--- src/sgmc_pkg.sv ---
`timescale 1ns / 1ps
// ----------------------------------------------------------------------------
// sgmc_pkg
// Shared types and constants for the sliding gate motor controller.
// ----------------------------------------------------------------------------
package sgmc_pkg;

    localparam int CAL_TIMEOUT_MS_DEF = 60000;
    localparam int OVERRUN_MS_DEF     = 3000;

    localparam logic [16:0] FULL_Q        = 17'd65536;
    localparam logic [16:0] NEAR_OPEN_Q   = 17'd64881;
    localparam logic [16:0] NEAR_CLOSED_Q = 17'd655;
    localparam logic [19:0] TT_MAX        = 20'hFFFFF;

    localparam logic [1:0] M_IDLE    = 2'd0;
    localparam logic [1:0] M_OPENING = 2'd1;
    localparam logic [1:0] M_CLOSING = 2'd2;

    localparam logic [2:0] OP_TICK   = 3'd0;
    localparam logic [2:0] OP_OPEN   = 3'd1;
    localparam logic [2:0] OP_CLOSE  = 3'd2;
    localparam logic [2:0] OP_STOP   = 3'd3;
    localparam logic [2:0] OP_MOVE   = 3'd4;
    localparam logic [2:0] OP_CAL    = 3'd5;
    localparam logic [2:0] OP_CANCEL = 3'd6;

    localparam logic [2:0] CAL_OFF     = 3'd0;
    localparam logic [2:0] CAL_HOME    = 3'd1;
    localparam logic [2:0] CAL_MEASURE = 3'd2;
    localparam logic [2:0] CAL_VERIFY  = 3'd3;
    localparam logic [2:0] CAL_FINISH  = 3'd4;

    localparam logic [2:0] CFG_DRIVE_MODE = 3'd0;
    localparam logic [2:0] CFG_LIMIT_HI   = 3'd1;
    localparam logic [2:0] CFG_BARRIER_HI = 3'd2;
    localparam logic [2:0] CFG_RELAY_DLY  = 3'd3;
    localparam logic [2:0] CFG_TRAVEL     = 3'd4;
    localparam logic [2:0] CFG_BLINK_OPEN = 3'd5;
    localparam logic [2:0] CFG_BLINK_CLS  = 3'd6;
    localparam logic [2:0] CFG_BLINK_CAL  = 3'd7;

    typedef enum logic [1:0] {
        ST_IDLE,
        ST_DIV,
        ST_EXEC,
        ST_OUT
    } ctrl_state_t;

    // controller to datapath
    typedef struct packed {
        logic load;     // capture request, start divider
        logic div_step; // one quotient bit
        logic exec;     // apply request to state, load output
    } dp_cmd_t;

    // datapath to controller
    typedef struct packed {
        logic div_done;
    } dp_stat_t;

endpackage

--- src/sgmc_ctrl.sv ---
`timescale 1ns / 1ps
// ----------------------------------------------------------------------------
// sgmc_ctrl
// Sequencer: accept, divide, execute, present result.
// ----------------------------------------------------------------------------
module sgmc_ctrl
    import sgmc_pkg::*;
(
    input  logic     aclk,
    input  logic     aresetn,
    input  logic     s_tvalid,
    output logic     s_tready,
    output logic     m_tvalid,
    input  logic     m_tready,
    output dp_cmd_t  cmd,
    input  dp_stat_t stat
);

    ctrl_state_t state_reg, state_next;
    logic        mvalid_reg, mvalid_next;

    always_ff @(posedge aclk) begin
        if (!aresetn) begin
            state_reg  <= ST_IDLE;
            mvalid_reg <= 1'b0;
        end else begin
            state_reg  <= state_next;
            mvalid_reg <= mvalid_next;
        end
    end

    always_comb begin
        state_next  = state_reg;
        mvalid_next = mvalid_reg;
        cmd         = '0;
        s_tready    = 1'b0;
        if (mvalid_reg && m_tready) mvalid_next = 1'b0;
        unique case (state_reg)
            ST_IDLE: begin
                s_tready = 1'b1;
                if (s_tvalid) begin
                    cmd.load   = 1'b1;
                    state_next = ST_DIV;
                end
            end
            ST_DIV: begin
                cmd.div_step = 1'b1;
                if (stat.div_done) state_next = ST_EXEC;
            end
            ST_EXEC: begin
                // output register must be free before it is overwritten
                if (!mvalid_reg || m_tready) begin
                    cmd.exec    = 1'b1;
                    mvalid_next = 1'b1;
                    state_next  = ST_IDLE;
                end
            end
            default: state_next = ST_IDLE;
        endcase
    end

    assign m_tvalid = mvalid_reg;

endmodule

--- src/sgmc_datapath.sv ---
`timescale 1ns / 1ps
// ----------------------------------------------------------------------------
// sgmc_datapath
// Gate state, config registers, restoring divider and output register.
// ----------------------------------------------------------------------------
module sgmc_datapath
    import sgmc_pkg::*;
#(
    parameter int CAL_TIMEOUT_MS = CAL_TIMEOUT_MS_DEF,
    parameter int OVERRUN_MS     = OVERRUN_MS_DEF
)
(
    input  logic        aclk,
    input  logic        aresetn,
    input  logic [2:0]  in_op,
    input  logic [16:0] in_target,
    input  logic        in_open_lim,
    input  logic        in_close_lim,
    input  logic        in_barrier,
    input  logic        cfg_we,
    input  logic [2:0]  cfg_addr,
    input  logic [19:0] cfg_wdata,
    input  dp_cmd_t     cmd,
    output dp_stat_t    stat,
    output logic [47:0] out_data
);

    // configuration
    logic        mode_reg, lim_hi_reg, bar_hi_reg;
    logic [15:0] rdly_reg, bl_open_reg, bl_cls_reg, bl_cal_reg;

    // gate state
    logic [31:0] now_reg, rts_reg, mst_reg, cst_reg, blt_reg;
    logic [1:0]  mot_reg, pend_reg, lmbs_reg;
    logic [2:0]  cal_reg;
    logic [16:0] msp_reg, pos_reg, tgt_reg;
    logic [15:0] bint_reg;
    logic [19:0] wtt_reg;
    logic        rw_reg, tv_reg, lamp_reg, ar_reg;

    // captured request
    logic [2:0]  op_reg;
    logic [16:0] itgt_reg;
    logic        lo_reg, lc_reg, br_reg;

    // divider: elapsed << 16 over wtt, only needed when elapsed < wtt (< 2^20)
    logic [35:0] rem_reg;
    logic [16:0] quo_reg;
    logic [5:0]  dcnt_reg;
    logic [19:0] dnum_reg;

    logic [47:0] out_reg;

    // elapsed as it will be seen after the engage step of a tick
    logic [31:0] now1, el_pre;
    logic        eng_pre;
    assign now1    = now_reg + 32'd1;
    assign eng_pre = rw_reg && ((now1 - rts_reg) >= {16'd0, rdly_reg});
    assign el_pre  = eng_pre ? 32'd0 : (now1 - mst_reg);

    localparam logic [5:0] DIV_STEPS = 6'd36;

    logic [36:0] trial;
    assign trial = {rem_reg, dnum_reg[19]} - {17'd0, wtt_reg};
    assign stat.div_done = (dcnt_reg == DIV_STEPS - 6'd1);

    // divider uses the remainder shift form over 36 bits of numerator
    always_ff @(posedge aclk) begin
        if (cmd.load) begin
            rem_reg  <= '0;
            quo_reg  <= '0;
            dcnt_reg <= '0;
            dnum_reg <= el_pre[19:0];
        end else if (cmd.div_step) begin
            dcnt_reg <= dcnt_reg + 6'd1;
            dnum_reg <= {dnum_reg[18:0], 1'b0};
            if (!trial[36]) begin
                rem_reg <= trial[35:0];
                quo_reg <= {quo_reg[15:0], 1'b1};
            end else begin
                rem_reg <= {rem_reg[34:0], dnum_reg[19]};
                quo_reg <= {quo_reg[15:0], 1'b0};
            end
        end
    end

    // -------- execution of one request, written as sequential updates --------
    logic        n_mode;
    logic [31:0] n_now, n_rts, n_mst, n_cst, n_blt;
    logic [1:0]  n_mot, n_pend, n_lmbs;
    logic [2:0]  n_cal;
    logic [16:0] n_msp, n_pos, n_tgt;
    logic [15:0] n_bint;
    logic [19:0] n_wtt;
    logic        n_rw, n_tv, n_lamp, n_ar, n_sc;

    logic        lim_o, lim_c, bar;
    logic [16:0] tg, ratio, diff;
    logic [31:0] el, t;
    logic [17:0] psum;
    logic        r1, r2;

    always_comb begin
        n_mode = mode_reg;
        n_now = now_reg; n_rts = rts_reg; n_mst = mst_reg; n_cst = cst_reg; n_blt = blt_reg;
        n_mot = mot_reg; n_pend = pend_reg; n_lmbs = lmbs_reg; n_cal = cal_reg;
        n_msp = msp_reg; n_pos = pos_reg; n_tgt = tgt_reg; n_bint = bint_reg;
        n_wtt = wtt_reg; n_rw = rw_reg; n_tv = tv_reg; n_lamp = lamp_reg; n_ar = ar_reg;
        n_sc = 1'b0;
        lim_o = (lo_reg == lim_hi_reg);
        lim_c = (lc_reg == lim_hi_reg);
        bar   = (br_reg == bar_hi_reg);
        tg    = (itgt_reg > FULL_Q) ? FULL_Q : itgt_reg;
        ratio = '0; diff = '0; el = '0; t = '0; psum = '0;

        unique case (op_reg)
            OP_TICK: begin
                n_now = now1;
                if (n_rw && ((n_now - n_rts) >= {16'd0, rdly_reg})) begin
                    n_rw = 1'b0; n_pend = M_IDLE; n_mst = n_now; n_msp = n_pos;
                end
                // position update
                if (n_mot != M_IDLE && !n_rw) begin
                    el = n_now - n_mst;
                    if (n_wtt == 20'd0 || el >= {12'd0, n_wtt}) ratio = FULL_Q;
                    else ratio = quo_reg;
                    if (n_mot == M_OPENING) begin
                        psum  = {1'b0, n_msp} + {1'b0, ratio};
                        n_pos = (psum > {1'b0, FULL_Q}) ? FULL_Q : psum[16:0];
                    end else begin
                        n_pos = (n_msp > ratio) ? n_msp - ratio : 17'd0;
                    end
                    if (n_tv && ((n_mot == M_OPENING && n_pos >= n_tgt) ||
                                 (n_mot == M_CLOSING && n_pos <= n_tgt))) begin
                        n_rw = 1'b0; n_pend = M_IDLE; n_bint = '0; n_mot = M_IDLE;
                        n_sc = 1'b1; n_pos = n_tgt; n_tv = 1'b0;
                    end
                    if (n_wtt != 20'd0 &&
                        {1'b0, el} > ({13'd0, n_wtt} + 33'(OVERRUN_MS))) begin
                        if (!(n_mot == M_IDLE && n_cal == CAL_OFF && !n_ar)) begin
                            n_rw = 1'b0; n_pend = M_IDLE; n_bint = '0; n_mot = M_IDLE;
                            n_sc = 1'b1;
                        end
                    end
                end
                // safety
                if (n_cal == CAL_OFF) begin
                    if (n_mot == M_OPENING && lim_o) begin
                        n_rw = 1'b0; n_pend = M_IDLE; n_bint = '0; n_mot = M_IDLE;
                        n_sc = 1'b1; n_pos = FULL_Q;
                    end
                    if (n_mot == M_CLOSING) begin
                        if (lim_c) begin
                            n_rw = 1'b0; n_pend = M_IDLE; n_bint = '0; n_mot = M_IDLE;
                            n_sc = 1'b1; n_pos = '0;
                        end
                        if (bar) begin
                            if (!(n_mot == M_IDLE && !n_ar)) begin
                                n_rw = 1'b0; n_pend = M_IDLE; n_bint = '0; n_mot = M_IDLE;
                                n_sc = 1'b1;
                            end
                            n_ar = 1'b1;
                            n_mot = M_OPENING; n_sc = 1'b1; n_bint = bl_open_reg;
                            n_rw = 1'b1; n_rts = n_now; n_pend = M_OPENING;
                        end
                    end
                end
                // calibration; stop is never skipped while a phase is active
                if (n_cal != CAL_OFF) begin
                    if ((n_now - n_cst) > 32'(CAL_TIMEOUT_MS)) begin
                        n_rw = 1'b0; n_pend = M_IDLE; n_bint = '0; n_mot = M_IDLE;
                        n_sc = 1'b1; n_cal = CAL_OFF;
                    end else begin
                        unique case (n_cal)
                            CAL_HOME: begin
                                if (lim_c) begin
                                    n_rw = 1'b0; n_pend = M_IDLE; n_bint = '0;
                                    n_cal = CAL_MEASURE;
                                    n_mot = M_OPENING; n_sc = 1'b1; n_bint = bl_open_reg;
                                    n_rw = 1'b1; n_rts = n_now; n_pend = M_OPENING;
                                end else if (n_mot != M_CLOSING) begin
                                    n_mot = M_CLOSING; n_sc = 1'b1; n_bint = bl_cls_reg;
                                    n_rw = 1'b1; n_rts = n_now; n_pend = M_CLOSING;
                                end
                            end
                            CAL_MEASURE: begin
                                if (lim_o) begin
                                    t = n_now - n_mst;
                                    n_wtt = (t > {12'd0, TT_MAX}) ? TT_MAX : t[19:0];
                                    n_rw = 1'b0; n_pend = M_IDLE; n_bint = '0;
                                    n_cal = CAL_VERIFY;
                                    n_mot = M_CLOSING; n_sc = 1'b1; n_bint = bl_cls_reg;
                                    n_rw = 1'b1; n_rts = n_now; n_pend = M_CLOSING;
                                end
                            end
                            CAL_VERIFY: begin
                                if (lim_c) begin
                                    n_rw = 1'b0; n_pend = M_IDLE; n_bint = '0;
                                    n_mot = M_IDLE; n_sc = 1'b1; n_cal = CAL_FINISH;
                                end
                            end
                            CAL_FINISH: begin
                                n_cal = CAL_OFF; n_bint = '0; n_pos = '0;
                            end
                            default: ;
                        endcase
                    end
                end
                // blink
                if (n_bint == 16'd0) n_lamp = 1'b0;
                else if ((n_now - n_blt) > {16'd0, n_bint}) begin
                    n_blt = n_now; n_lamp = !n_lamp;
                end
            end
            OP_OPEN: begin
                n_lmbs = M_IDLE;
                if (n_mot == M_IDLE && n_cal == CAL_OFF && n_pos < NEAR_OPEN_Q && !lim_o) begin
                    n_mot = M_OPENING; n_sc = 1'b1; n_bint = bl_open_reg;
                    n_rw = 1'b1; n_rts = n_now; n_pend = M_OPENING;
                end
            end
            OP_CLOSE: begin
                n_lmbs = M_IDLE;
                if (n_mot == M_IDLE && n_cal == CAL_OFF && n_pos > NEAR_CLOSED_Q &&
                    !lim_c && !bar) begin
                    n_mot = M_CLOSING; n_sc = 1'b1; n_bint = bl_cls_reg;
                    n_rw = 1'b1; n_rts = n_now; n_pend = M_CLOSING;
                end
            end
            OP_STOP: begin
                if (!(n_mot == M_IDLE && n_cal == CAL_OFF && !n_ar)) begin
                    if (n_mot != M_IDLE)
                        n_lmbs = (n_pos > NEAR_CLOSED_Q && n_pos < NEAR_OPEN_Q) ? n_mot : M_IDLE;
                    n_rw = 1'b0; n_pend = M_IDLE; n_bint = '0; n_mot = M_IDLE;
                    n_sc = 1'b1; n_tv = 1'b0; n_cal = CAL_OFF; n_ar = 1'b0;
                end
            end
            OP_MOVE: begin
                if (n_cal == CAL_OFF) begin
                    if (n_mot != M_IDLE) begin
                        n_rw = 1'b0; n_pend = M_IDLE; n_bint = '0; n_mot = M_IDLE;
                        n_sc = 1'b1;
                    end
                    diff = (n_pos > tg) ? n_pos - tg : tg - n_pos;
                    if (diff > NEAR_CLOSED_Q) begin
                        n_tgt = tg; n_tv = 1'b1;
                        n_mot = (tg > n_pos) ? M_OPENING : M_CLOSING;
                        n_sc = 1'b1;
                        n_bint = (tg > n_pos) ? bl_open_reg : bl_cls_reg;
                        n_rw = 1'b1; n_rts = n_now; n_pend = n_mot;
                    end
                end
            end
            OP_CAL: begin
                if (n_mot == M_IDLE && n_cal == CAL_OFF) begin
                    n_cal = CAL_HOME; n_bint = bl_cal_reg; n_cst = n_now;
                end
            end
            OP_CANCEL: begin
                if (n_cal != CAL_OFF) begin
                    n_rw = 1'b0; n_pend = M_IDLE; n_bint = '0; n_mot = M_IDLE;
                    n_sc = 1'b1; n_cal = CAL_OFF;
                end
            end
            default: ;
        endcase

        if (!n_mode) begin
            r1 = (n_mot == M_CLOSING);
            r2 = (n_mot != M_IDLE) && !n_rw;
        end else begin
            r1 = (n_mot == M_OPENING) && !n_rw;
            r2 = (n_mot == M_CLOSING) && !n_rw;
        end
    end

    always_ff @(posedge aclk) begin
        if (cmd.load) begin
            op_reg <= in_op; itgt_reg <= in_target;
            lo_reg <= in_open_lim; lc_reg <= in_close_lim; br_reg <= in_barrier;
        end
        if (cmd.exec)
            out_reg <= {2'd0, n_sc, n_wtt, n_cal, n_pos, n_mot, n_lamp, r2, r1};
    end

    always_ff @(posedge aclk) begin
        if (!aresetn) begin
            mode_reg <= 1'b0; lim_hi_reg <= 1'b0; bar_hi_reg <= 1'b0;
            rdly_reg <= 16'd500; bl_open_reg <= 16'd500; bl_cls_reg <= 16'd250;
            bl_cal_reg <= 16'd100;
            now_reg <= '0; rts_reg <= '0; mst_reg <= '0; cst_reg <= '0; blt_reg <= '0;
            mot_reg <= M_IDLE; pend_reg <= M_IDLE; lmbs_reg <= M_IDLE; cal_reg <= CAL_OFF;
            msp_reg <= '0; pos_reg <= '0; tgt_reg <= '0; bint_reg <= '0; wtt_reg <= '0;
            rw_reg <= 1'b0; tv_reg <= 1'b0; lamp_reg <= 1'b0; ar_reg <= 1'b0;
        end else begin
            if (cmd.exec) begin
                now_reg <= n_now; rts_reg <= n_rts; mst_reg <= n_mst; cst_reg <= n_cst;
                blt_reg <= n_blt; mot_reg <= n_mot; pend_reg <= n_pend; lmbs_reg <= n_lmbs;
                cal_reg <= n_cal; msp_reg <= n_msp; pos_reg <= n_pos; tgt_reg <= n_tgt;
                bint_reg <= n_bint; wtt_reg <= n_wtt; rw_reg <= n_rw; tv_reg <= n_tv;
                lamp_reg <= n_lamp; ar_reg <= n_ar;
            end
            if (cfg_we) begin
                unique case (cfg_addr)
                    CFG_DRIVE_MODE: mode_reg    <= cfg_wdata[0];
                    CFG_LIMIT_HI:   lim_hi_reg  <= cfg_wdata[0];
                    CFG_BARRIER_HI: bar_hi_reg  <= cfg_wdata[0];
                    CFG_RELAY_DLY:  rdly_reg    <= cfg_wdata[15:0];
                    CFG_TRAVEL:     wtt_reg     <= cfg_wdata;
                    CFG_BLINK_OPEN: bl_open_reg <= cfg_wdata[15:0];
                    CFG_BLINK_CLS:  bl_cls_reg  <= cfg_wdata[15:0];
                    CFG_BLINK_CAL:  bl_cal_reg  <= cfg_wdata[15:0];
                    default: ;
                endcase
            end
        end
    end

    assign out_data = out_reg;

endmodule

--- src/sliding_gate_motor_controller.sv ---
`timescale 1ns / 1ps
// ----------------------------------------------------------------------------
// sliding_gate_motor_controller
// Top level: request stream in, one status result per request out.
// ----------------------------------------------------------------------------
// Each request (a 1 ms tick or a command) passes through the capture edge,
// the 36 steps of the bit-serial divider that forms the traveled fraction
// elapsed*65536 over the working travel time, then the edge that updates the
// gate state and loads the output register, after which its result is valid.
// A new request is accepted in the cycle after that update and not before; a
// result still waiting when the next request reaches its update step holds
// that request back there. Configuration writes (index 0..7 on cfg_addr) are
// to be made only while idle; the user is bound to this, the block itself
// does not enforce it. Writing the travel-time preset loads it straight into
// the working travel time.
// ----------------------------------------------------------------------------
module sliding_gate_motor_controller
    import sgmc_pkg::*;
#(
    parameter int CAL_TIMEOUT_MS = CAL_TIMEOUT_MS_DEF,
    parameter int OVERRUN_MS     = OVERRUN_MS_DEF
)
(
    input  logic        aclk,
    input  logic        aresetn,
    input  logic        s_tvalid,
    output logic        s_tready,
    // [2:0] operation, [19:3] target_position, [20] open_limit_raw,
    // [21] close_limit_raw, [22] barrier_raw
    input  logic [23:0] s_tdata,
    output logic        m_tvalid,
    input  logic        m_tready,
    // [0] relay_one, [1] relay_two, [2] indicator_lamp, [4:3] motion,
    // [21:5] position, [24:22] calibration_phase, [44:25] working travel ms,
    // [45] status_changed
    output logic [47:0] m_tdata,
    input  logic        cfg_we,
    input  logic [2:0]  cfg_addr,
    input  logic [19:0] cfg_wdata
);

    dp_cmd_t  cmd;
    dp_stat_t stat;

    sgmc_ctrl u_ctrl (
        .aclk     (aclk),
        .aresetn  (aresetn),
        .s_tvalid (s_tvalid),
        .s_tready (s_tready),
        .m_tvalid (m_tvalid),
        .m_tready (m_tready),
        .cmd      (cmd),
        .stat     (stat)
    );

    sgmc_datapath #(
        .CAL_TIMEOUT_MS (CAL_TIMEOUT_MS),
        .OVERRUN_MS     (OVERRUN_MS)
    ) u_dp (
        .aclk         (aclk),
        .aresetn      (aresetn),
        .in_op        (s_tdata[2:0]),
        .in_target    (s_tdata[19:3]),
        .in_open_lim  (s_tdata[20]),
        .in_close_lim (s_tdata[21]),
        .in_barrier   (s_tdata[22]),
        .cfg_we       (cfg_we),
        .cfg_addr     (cfg_addr),
        .cfg_wdata    (cfg_wdata),
        .cmd          (cmd),
        .stat         (stat),
        .out_data     (m_tdata)
    );

endmodule
--- config.mk ---
export PLATFORM = sky130hd
export DESIGN_NAME = sliding_gate_motor_controller
export DESIGN_NICKNAME = d
export VERILOG_FILES = /design/src/sgmc_pkg.sv /design/src/sgmc_ctrl.sv /design/src/sgmc_datapath.sv /design/src/sliding_gate_motor_controller.sv
export SDC_FILE = /design/constraint.sdc
export NUM_CORES = 2
export LEC_CHECK = 0
export ABC_AREA = 1
export ABC_CLOCK_PERIOD_IN_PS = 13630
export BUFFER_PORTS_ARGS = -buffer_cell sky130_fd_sc_hd__buf_2
export CORE_MARGIN = 4
export CORE_UTILIZATION = 49
export DETAILED_ROUTE_END_ITERATION = 10
export PLACE_DENSITY = 0.68
export SYNTH_ARGS = -nofsm -noshare
export SYNTH_HDL_FRONTEND = slang
export SYNTH_HIERARCHICAL = 1
export SYNTH_SLANG_ARGS = --single-unit
export TNS_END_PERCENT = 50
--- constraint.sdc ---
create_clock -name aclk -period 13.63 [get_ports aclk]
set_input_delay 0.6815 -clock aclk [delete_from_list [all_inputs] [get_ports aclk]]
set_output_delay 0.6815 -clock aclk [all_outputs]
set_load 0.1 [all_outputs]
==> flow_summary.json <==
{
  "rsz0062_at_grt": "true",
  "final.period_utilization_pct": 105,
  "grt_pass1_wl_um": 202000,
  "powerDensity_nw_per_um2": 84.9,
  "die_h_um": 285,
  "drtIter0Drc": 3561,
  "maxSlewViolCount": 0,
  "synth_area_per_cell_sq_um": 6.68,
  "path_common_cell": "nand2_1",
  "synthCells": 5613,
  "yosys_most_used_dff": "dfxtp_1",
  "largest_reg_flops": 46,
  "critPathBufInv": 22,
  "maxSlewHeadroom_pct": 23.3,
  "cp_slowest_cell": "dfxtp_2",
  "yosys_warnings": 6,
  "antenna_left": 0,
  "synth-edff-count": 89,
  "dp.final_hpwl_um": 95800,
  "violations": "setup timing",
  "fin_skew_ns": 0.0259,
  "worst-path-max-fanout": 8,
  "place_congestion": 0.974,
  "vias_per_cell": 5.69,
  "crit_path_start_kind": "register",
  "syn_area_sq_um": 37500,
  "route.detailed.drc": 0,
  "synth.top_cells.by_count": "1100 x nand2_1, 851 x inv_1, 600 x a21oi_1",
  "path_class": "register to register",
  "ff2ff_setup_slack_ns": -0.65,
  "std_cell_rows": 101,
  "first_pass_iters": 6,
  "synthArstFlopShare_pct": 0,
  "cts_buffers": 58,
  "fp.dieW_um": 285,
  "status": "finished, violations left",
  "synth_most_common_cell": "nand2_1",
  "initial_core_util_pct": 49.4,
  "slowest_delay_ns": 0.35,
  "port_buffers": 98,
  "grt_usage_pct": 30.3,
  "synth-seq-area-share_pct": 27.7,
  "place_ws_ns": -1.84,
  "grt_pass1_vias": 37700,
  "clkLatencyLatePin_ns": 0.63,
  "final_core_util_pct": 63.6,
  "whs_ns": 0.222,
  "yosysTopAreaCell": "dfxtp_1",
  "nets": 6632,
  "synth_area_leaders": "dfxtp_1 21%, nand2_1 11%, ha_1 11%, inv_1 8.5%, a21oi_1 8.0%",
  "cts_root_buf": "clkbuf_16",
  "num_vias": 41400,
  "yosysTopAreaCellShare_pct": 20.6,
  "worstMarginPinSlew_ns": 1.15,
  "peakVddDrop_mv": 0.100,
  "yosys_register_bits": 474,
  "h-tree-depth": 2,
  "core-area_sq_um": 75800,
  "worst_ep_arrival_time_ns": 14.80,
  "wire_per_inst_um": 18.3,
  "antenna_found_initial": 6,
  "end_kind": "register",
  "stdcell_count": 7274,
  "yosys.cell_types.count": 67,
  "final.min_clock_period_ns": 14.28,
  "cap_violations": 0,
  "totalWireLength_um": 133000,
  "cts_sinks": 474,
  "fmax_ghz": 0.0700,
  "clockBufferDepth": 3,
  "grt_max_degree": 228,
  "cp_top_family": "simple AND/OR/NAND/NOR gates",
  "hold_viol": 0,
  "dp.cells": 7060,
  "setup_viol": 34,
  "required_ns": 14.15,
  "design.die.area_sq_um": 81000,
  "p_leak_uw": 0.0229,
  "hold_class": "primary input to register",
  "ios": 102,
  "grt_overflow": 0,
  "hold_buffers": 0,
  "setup_slack_ns": -0.648,
  "area_growth_syn_to_layout_pct": 28.6,
  "clkSlewWorstSetupHoldPaths_ns": 0.06,
  "cts_tree": "done",
  "drive_above_1_share_pct": 21.2
}
==> final cells by class <==
cell class / count / area (sq um)
clock inverters: 26 / 260
well taps: 978 / 1220
flip-flops and latches: 474 / 10400
fillers: 6747 / 27600
multi-input cells: 4059 / 25300
diodes: 2 / 5.00
repair buffers: 784 / 6100
clock buffers: 80 / 1670
inverters: 869 / 3280
repair inverters: 2 / 12.5
==> per-layer routing <==
layer  wire length, um  GRT usage [%]
met2             58900           47.8
met4              5040           8.97
met5                34              0
met3             11400           4.27
met1             57800           43.0
==> worst paths after layout <==
path / endpoint / cells past startpoint / from
worst max-delay path: u_dp/blt_reg[17] / 111 / u_dp/now_reg[1]
worst min-delay path: u_dp/op_reg[1] / 1 / s_tdata[1]
worst max register to register: u_dp/blt_reg[17] / 111 / u_dp/now_reg[1]
worst min register to register: u_dp/cst_reg[25] / 2 / u_dp/cst_reg[25]
==> where the power goes <==
group / internal (uW) / switching [uW] / leakage [uW]
combinational: 379 / 593 / 0.0180
sequential: 1490 / 48.0 / 0.00397
clock: 931 / 652 / 0.000944
==> logic make-up (layout without fill, tap and decap cells) <==
group           Yosys count  in the layout  share of synthesized area, %
compound gates         1604           1604                          24.1
simple gates           1928           1930                          21.5
other cells               1              4                        0.0100
buf+inv                1083           1761                          11.0
mux                       1              1                        0.0267
fa+ha+maj               332            332                          11.3
flops                   474            474                          27.7
xor+xnor                190            190                          4.44
==> through the flow <==
| step | TNS (ns) | instance area (sq um) | total power [uW] |
|---|---|---|---|
| after global placement | -54.78 | 42900 | 2430 |
| final | -20.41 | 48200 | 4090 |
| after CTS | -17.55 | 45900 | 4040 |
| after global routing | -72.49 | 48200 | 4300 |
| after detailed placement | -118.18 | 42900 | 2440 |
| after floorplan | 0 | 37500 | 2190 |
==> layout by cell type, fill, tap and decap left out, types with 15 or more instances in the layout <==
cell / n
nand2_1: 1044
inv_1: 822
buf_4: 640
a21oi_1: 548
o21ai_0: 534
dfxtp_1: 382
nor2_1: 352
ha_1: 284
nand3_1: 170
xor2_1: 110
buf_2: 97
edfxtp_1: 89
o211ai_1: 77
o22ai_1: 70
clkbuf_16: 69
xnor2_1: 58
nor3_1: 56
nand2_2: 52
a21oi_2: 48
nand4_1: 48
o21bai_1: 39
a31oi_1: 38
nor2_2: 37
o21ai_1: 36
nand3_2: 36
ha_4: 35
inv_2: 30
a221oi_2: 28
nor4_1: 25
nor2_4: 25
buf_6: 22
a21o_1: 17
or2_2: 16
a211oi_1: 16
xor2_2: 16
o21ai_2: 15
o22ai_2: 15
==> what timing repair did <==
item / CTS / global route
gates resized for setup: 154 / 402
setup endpoints to repair: 142 / 140
gates cloned: 7 / 12
setup buffers: 46 / 49
pin swaps: 47 / 95
(Power assumes the default switching activity.)
